--- src/design/five_point_stencil_stream_assert.svh ---
// Assertion macros for the five-point stencil stream.
`ifndef FIVE_POINT_STENCIL_STREAM_ASSERT_SVH
`define FIVE_POINT_STENCIL_STREAM_ASSERT_SVH

`ifndef SYNTHESIS
`define FPSS_ASSERT(label, clk, rst_n, prop) \
  label: assert property (@(posedge clk) disable iff (!rst_n) (prop)) \
    else $error("%m: assertion failed");
`define FPSS_ASSERT_NEXT(label, clk, rst_n, ante, cons) \
  label: assert property (@(posedge clk) disable iff (!rst_n) (ante) |=> (cons)) \
    else $error("%m: assertion failed");
`else
`define FPSS_ASSERT(label, clk, rst_n, prop)
`define FPSS_ASSERT_NEXT(label, clk, rst_n, ante, cons)
`endif

`endif

--- src/design/fpss_pkg.sv ---
package fpss_pkg;

  localparam int MAX_COLS_DEF    = 1024;
  localparam int MAX_ROWS_DEF    = 1024;
  localparam int SAMPLE_BITS_DEF = 32;

  // configuration port
  localparam int CFG_W     = 11;
  localparam int CFG_IDX_W = 2;
  localparam logic [CFG_IDX_W-1:0] CFG_IDX_COLS = 2'd0;
  localparam logic [CFG_IDX_W-1:0] CFG_IDX_ROWS = 2'd1;
  localparam logic [CFG_W-1:0]     CFG_RESET    = 11'd1024;

  // Q0.16 weights: 0.6 and 0.1 rounded to nearest
  localparam int FRAC_BITS = 16;
  localparam logic [15:0] W_CENTRE   = 16'd39322;
  localparam logic [12:0] W_SIDE     = 13'd6554;
  localparam logic [16:0] ROUND_HALF = 17'd32768;

  typedef struct packed {
    logic row_end;
    logic frame_end;
  } fpss_flags_t;

endpackage

--- src/design/fpss_weigh.sv ---
module fpss_weigh import fpss_pkg::*; #(
  parameter int SAMPLE_BITS = SAMPLE_BITS_DEF
) (
  input  logic                   clk,
  input  logic                   rst_n,
  input  logic                   in_valid,
  output logic                   in_ready,
  input  logic [SAMPLE_BITS-1:0] centre,
  input  logic [SAMPLE_BITS+1:0] side_sum,
  input  fpss_flags_t            in_flags,
  output logic                   out_valid,
  input  logic                   out_ready,
  output logic [SAMPLE_BITS-1:0] result,
  output fpss_flags_t            out_flags
);

  localparam int PC_W  = SAMPLE_BITS + 16;
  localparam int PS_W  = SAMPLE_BITS + 15;
  localparam int TOT_W = SAMPLE_BITS + 17;

  logic                   s2_valid_r, s3_valid_r, out_valid_r;
  logic [SAMPLE_BITS-1:0] s2_centre_r;
  logic [SAMPLE_BITS+1:0] s2_side_r;
  fpss_flags_t            s2_flags_r, s3_flags_r, out_flags_r;
  logic [PC_W-1:0]        s3_prod_c_r;
  logic [PS_W-1:0]        s3_prod_s_r;
  logic [SAMPLE_BITS-1:0] result_r;

  logic                   s2_ready, s3_ready;
  logic [TOT_W-1:0]       total;
  logic [SAMPLE_BITS:0]   scaled;
  logic [SAMPLE_BITS-1:0] result_nxt;

  assign s3_ready = !out_valid_r || out_ready;
  assign s2_ready = !s3_valid_r || s3_ready;
  assign in_ready = !s2_valid_r || s2_ready;

  always_comb begin
    total  = TOT_W'(s3_prod_c_r) + TOT_W'(s3_prod_s_r) + TOT_W'(ROUND_HALF);
    scaled = total[TOT_W-1:FRAC_BITS];
    result_nxt = scaled[SAMPLE_BITS] ? '1 : scaled[SAMPLE_BITS-1:0];
  end

  always_ff @(posedge clk) begin
    if (!rst_n) begin
      s2_valid_r  <= 1'b0;
      s3_valid_r  <= 1'b0;
      out_valid_r <= 1'b0;
    end else begin
      if (in_ready) begin
        s2_valid_r <= in_valid;
      end
      if (s2_ready) begin
        s3_valid_r <= s2_valid_r;
      end
      if (s3_ready) begin
        out_valid_r <= s3_valid_r;
      end
    end
    if (in_ready) begin
      s2_centre_r <= centre;
      s2_side_r   <= side_sum;
      s2_flags_r  <= in_flags;
    end
    if (s2_ready) begin
      s3_prod_c_r <= PC_W'(s2_centre_r) * PC_W'(W_CENTRE);
      s3_prod_s_r <= PS_W'(s2_side_r) * PS_W'(W_SIDE);
      s3_flags_r  <= s2_flags_r;
    end
    if (s3_ready) begin
      result_r    <= result_nxt;
      out_flags_r <= s3_flags_r;
    end
  end

  assign out_valid = out_valid_r;
  assign result    = result_r;
  assign out_flags = out_flags_r;

endmodule
--- config.mk ---
export PLATFORM = sky130hd
export DESIGN_NAME = fpss_weigh
export DESIGN_NICKNAME = d
export VERILOG_FILES = /design/src/design/five_point_stencil_stream_assert.svh /design/src/design/fpss_pkg.sv /design/src/design/fpss_weigh.sv
export SDC_FILE = /design/constraint.sdc
export NUM_CORES = 1
export LEC_CHECK = 0
export BUFFER_PORTS_ARGS = -buffer_cell sky130_fd_sc_hd__buf_2
export CAP_MARGIN = 10
export CORE_ASPECT_RATIO = 1.75
export CORE_MARGIN = 2
export CORE_UTILIZATION = 40
export CTS_CLUSTER_SIZE = 20
export DETAILED_ROUTE_END_ITERATION = 10
export HOLD_SLACK_MARGIN = 0.05
export PLACE_DENSITY_LB_ADDON = 0.3
export SETUP_SLACK_MARGIN = 0.1
export SKIP_CTS_REPAIR_TIMING = 1
export SYNTH_ARGS = -nofsm -noshare
export SYNTH_HDL_FRONTEND = slang
export SYNTH_SLANG_ARGS = --single-unit
--- constraint.sdc ---
create_clock -name clk -period 8 [get_ports clk]
set_input_delay 0.4 -clock clk [delete_from_list [all_inputs] [get_ports clk]]
set_output_delay 0.4 -clock clk [all_outputs]
set_load 0.02 [all_outputs]
==> results.cfg <==
[setup_path]
arrival_ns = 6.83
cp.required_ns = 8.23
path_delay_family = adder cells
startpoint_type = flip-flop
crit_top_cell = fa_1
worstPathCellList = ha_1 -> xor2_1 -> ha_1 -> fa_1 -> fa_1 -> fa_1 -> inv_1 -> fa_1 -> inv_1 -> ha_1 -> nand4_1 -> nor3_1 -> o221ai_1 -> a2111oi_0 -> o211ai_1 -> a21oi_1 -> a21oi_1 -> o21ai_1 -> xor2_1
path_max_fanout = 8
crit_slowest_cell = a2111oi_0
cpPeakStageDelay_ns = 0.68
critPathKind = flip-flop to flip-flop
path_buf_inv = 2
crit_path_end_kind = flip-flop

[sta]
max_freq_mhz = 151.5
finalClockSkew_ns = 0.01343
relSlewSlack_pct = 45.62
slew_violations = 0
grt_setup_unrepaired = false
worstMarginPinSlew_ns = 0.7951
setup_viol = 0
post-route-period-util_pct = 82.52
hold_violations = 0
min_period_ns = 6.602
fin_setup_tns_ns = 0

[cells_and_area]
area_growth_pct = 8.521
fillCellCount = 6085
nNetsFinal = 3352
n_antenna_cell = 0
finalNonFillerCells = 3296
layout-drive-gt1-share_pct = 7.149
final_cell_area_mm2 = 0.02766

[synthesis]
ys_seq_area_share_pct = 23.44
ys_types = 79
synth_seq_cells = 200
netlist_area_mm2 = 0.02549
yosys_warnings = 0
syn_nets = 3247
synth-async-reset-ratio_pct = 0
syn_inst = 2372
syn_avg_cell_area_um2 = 10.75
synth_edf_count = 197
synth_flop_cell = edfxtp_1

[floorplanning]
initial_utilization_pct = 40.34
num_io_pins = 108
row_count = 122
die_area_mm2 = 0.06584
die_h_um = 338.0
core_mm2 = 0.06320
die_x_um = 194.8

[cts]
root_buffer = clkbuf_16
path_clk_slew_ns = 0.09
cts_tree = yes
clk_path_buf_depth = 2
cts-buffers-inserted = 17
cts.sinks = 200
clock_latency_ns = 0.48
htreeDepth = 4

[global_routing]
grt_overflow = 0
grt_pass1_vias = 18760
antenna_found_initial = 0
grt_max_degree = 96
grt_pass1_wl_um = 97290
grt_usage_pct = 19.23

[routing]
drt-total-wl_um = 60080
wl_per_cell_um = 18.23
drcViolationCount = 0
routed_via_density = 5.133
drt-initial-drc-count = 688
final_antenna_net_count = 0
firstDrtPassIters = 5
via_count = 16920

[worst_hold_path]
hp-class = input pin to flip-flop

[placement]
place_congestion = 0.8884
dpl.hpwl_um = 51540
placed_area_mm2 = 0.02698
dp_cells = 3263
io_buffers = 107

[run_status]
outcome = completed

[run]
cap_viol_max_count = 0
==> cell usage in the layout, fill, tap and decap left out, drive strengths merged, types with 10 or more instances in the layout <==
cell and count:
o21a 15, nand2 89, clkbuf 17, nor2b 18
xor2 57, nand3 27, fa 299, edfxtp 197
o211ai 10, o21bai 15, a211oi 15, xnor2 69
buf 112, a21o 69, nand2b 22, nand4 19
nor3 13, a31oi 13, a21oi 128, nor2 66
and3 14, o21ai 62, inv 547, ha 504
==> synthesized netlist by cell type (18+ instances only) <==
master    number  area share (%)
nor2_1        66            0.97
edfxtp_1     197              23
fa_1         299              23
a21oi_1      125             2.5
o21ai_1       25            0.49
nand4_1       19            0.47
nor2b_1       18            0.44
xnor2_1       69             2.4
nand3_1       27            0.53
inv_1        537             7.9
a21o_1        67             2.0
clkbuf_1      22            0.32
nand2b_1      22            0.54
o21ai_0       37            0.73
xor2_1        57             2.0
nand2_1       89             1.3
ha_1         504              25
==> worst reg2reg max path, stage by stage, from the launching register on <==
cell and delay, ns:
edfxtp_1 0.60, ha_1 0.42, xor2_1 0.18, ha_1 0.32, fa_1 0.59, fa_1 0.47, fa_1 0.50, inv_1 0.05
fa_1 0.47, inv_1 0.04, ha_1 0.42, nand4_1 0.21, nor3_1 0.23, o221ai_1 0.18, a2111oi_0 0.68, o211ai_1 0.23
a21oi_1 0.31, a21oi_1 0.17, o21ai_1 0.19, xor2_1 0.09
==> area by class of cell <==
type                            instances  area, µm²  share of cell area (%)
Tap cell                              806       1008                   3.645
Sequential cell                       200       5976                   21.60
Clock buffer                           17      425.4                   1.538
Timing Repair Buffer                  112      593.1                   2.144
Clock inverter                         15      230.2                  0.8322
Inverter                              539       2023                   7.313
Multi-Input combinational cell       1607      17410                   62.93
==> logic make-up after synthesis <==
logic type,synth area share (%)
fa+ha+maj,48.22
buf+inv,8.364
compound gates,10.01
simple gates,5.595
flops,23.44
xor+xnor,4.329
mux,0.03927
==> metal layers <==
layer  wire length (µm)  share of wire, %  global-route usage [%]
met5                  0                 0                       0
met4               2803               4.7                   9.193
met3               1383               2.3                   2.089
met2              33460                56                   37.80
met1              22440                37                   20.30
==> state kept, by name, indices dropped and copies added (netlist names) <==
signal,count
result,32
out_valid,1
s3_valid_r,1
s3_prod_s_r,46
s2_centre_r,32
s3_prod_c_r,47
s2_valid_r,1
s3_flags_r,2
s2_side_r,34
s2_flags_r,2
out_flags,2
==> path summary, 6_finish.rpt <==
| kind | cells past startpoint | slack [ns] | to | startpoint |
|---|---|---|---|---|
| hold / removal | 1 | 0.08 | s2_side_r[18] | side_sum[18] |
| hold reg to reg | 0 | 0.44 | s3_flags_r[1] | s2_flags_r[1] |
| setup reg to reg | 19 | 1.40 | s3_prod_c_r[47] | s2_centre_r[13] |
| setup / recovery | 19 | 1.40 | s3_prod_c_r[47] | s2_centre_r[13] |
==> stage by stage <==
step	utilization (%)	hold slack (ns)	setup slack (ns)
global placement	42.69	0.4050	1.555
detailed placement	42.69	0.4173	1.418
global route	43.78	0.06443	0.9307
floorplan	-	0.4003	2.267
CTS	43.73	0.05621	1.368
finish	43.78	0.08212	1.398
Power is left out: the tool's default activity adds up to more than one toggle a clock period on the data nets, which glitch-free logic cannot reach.
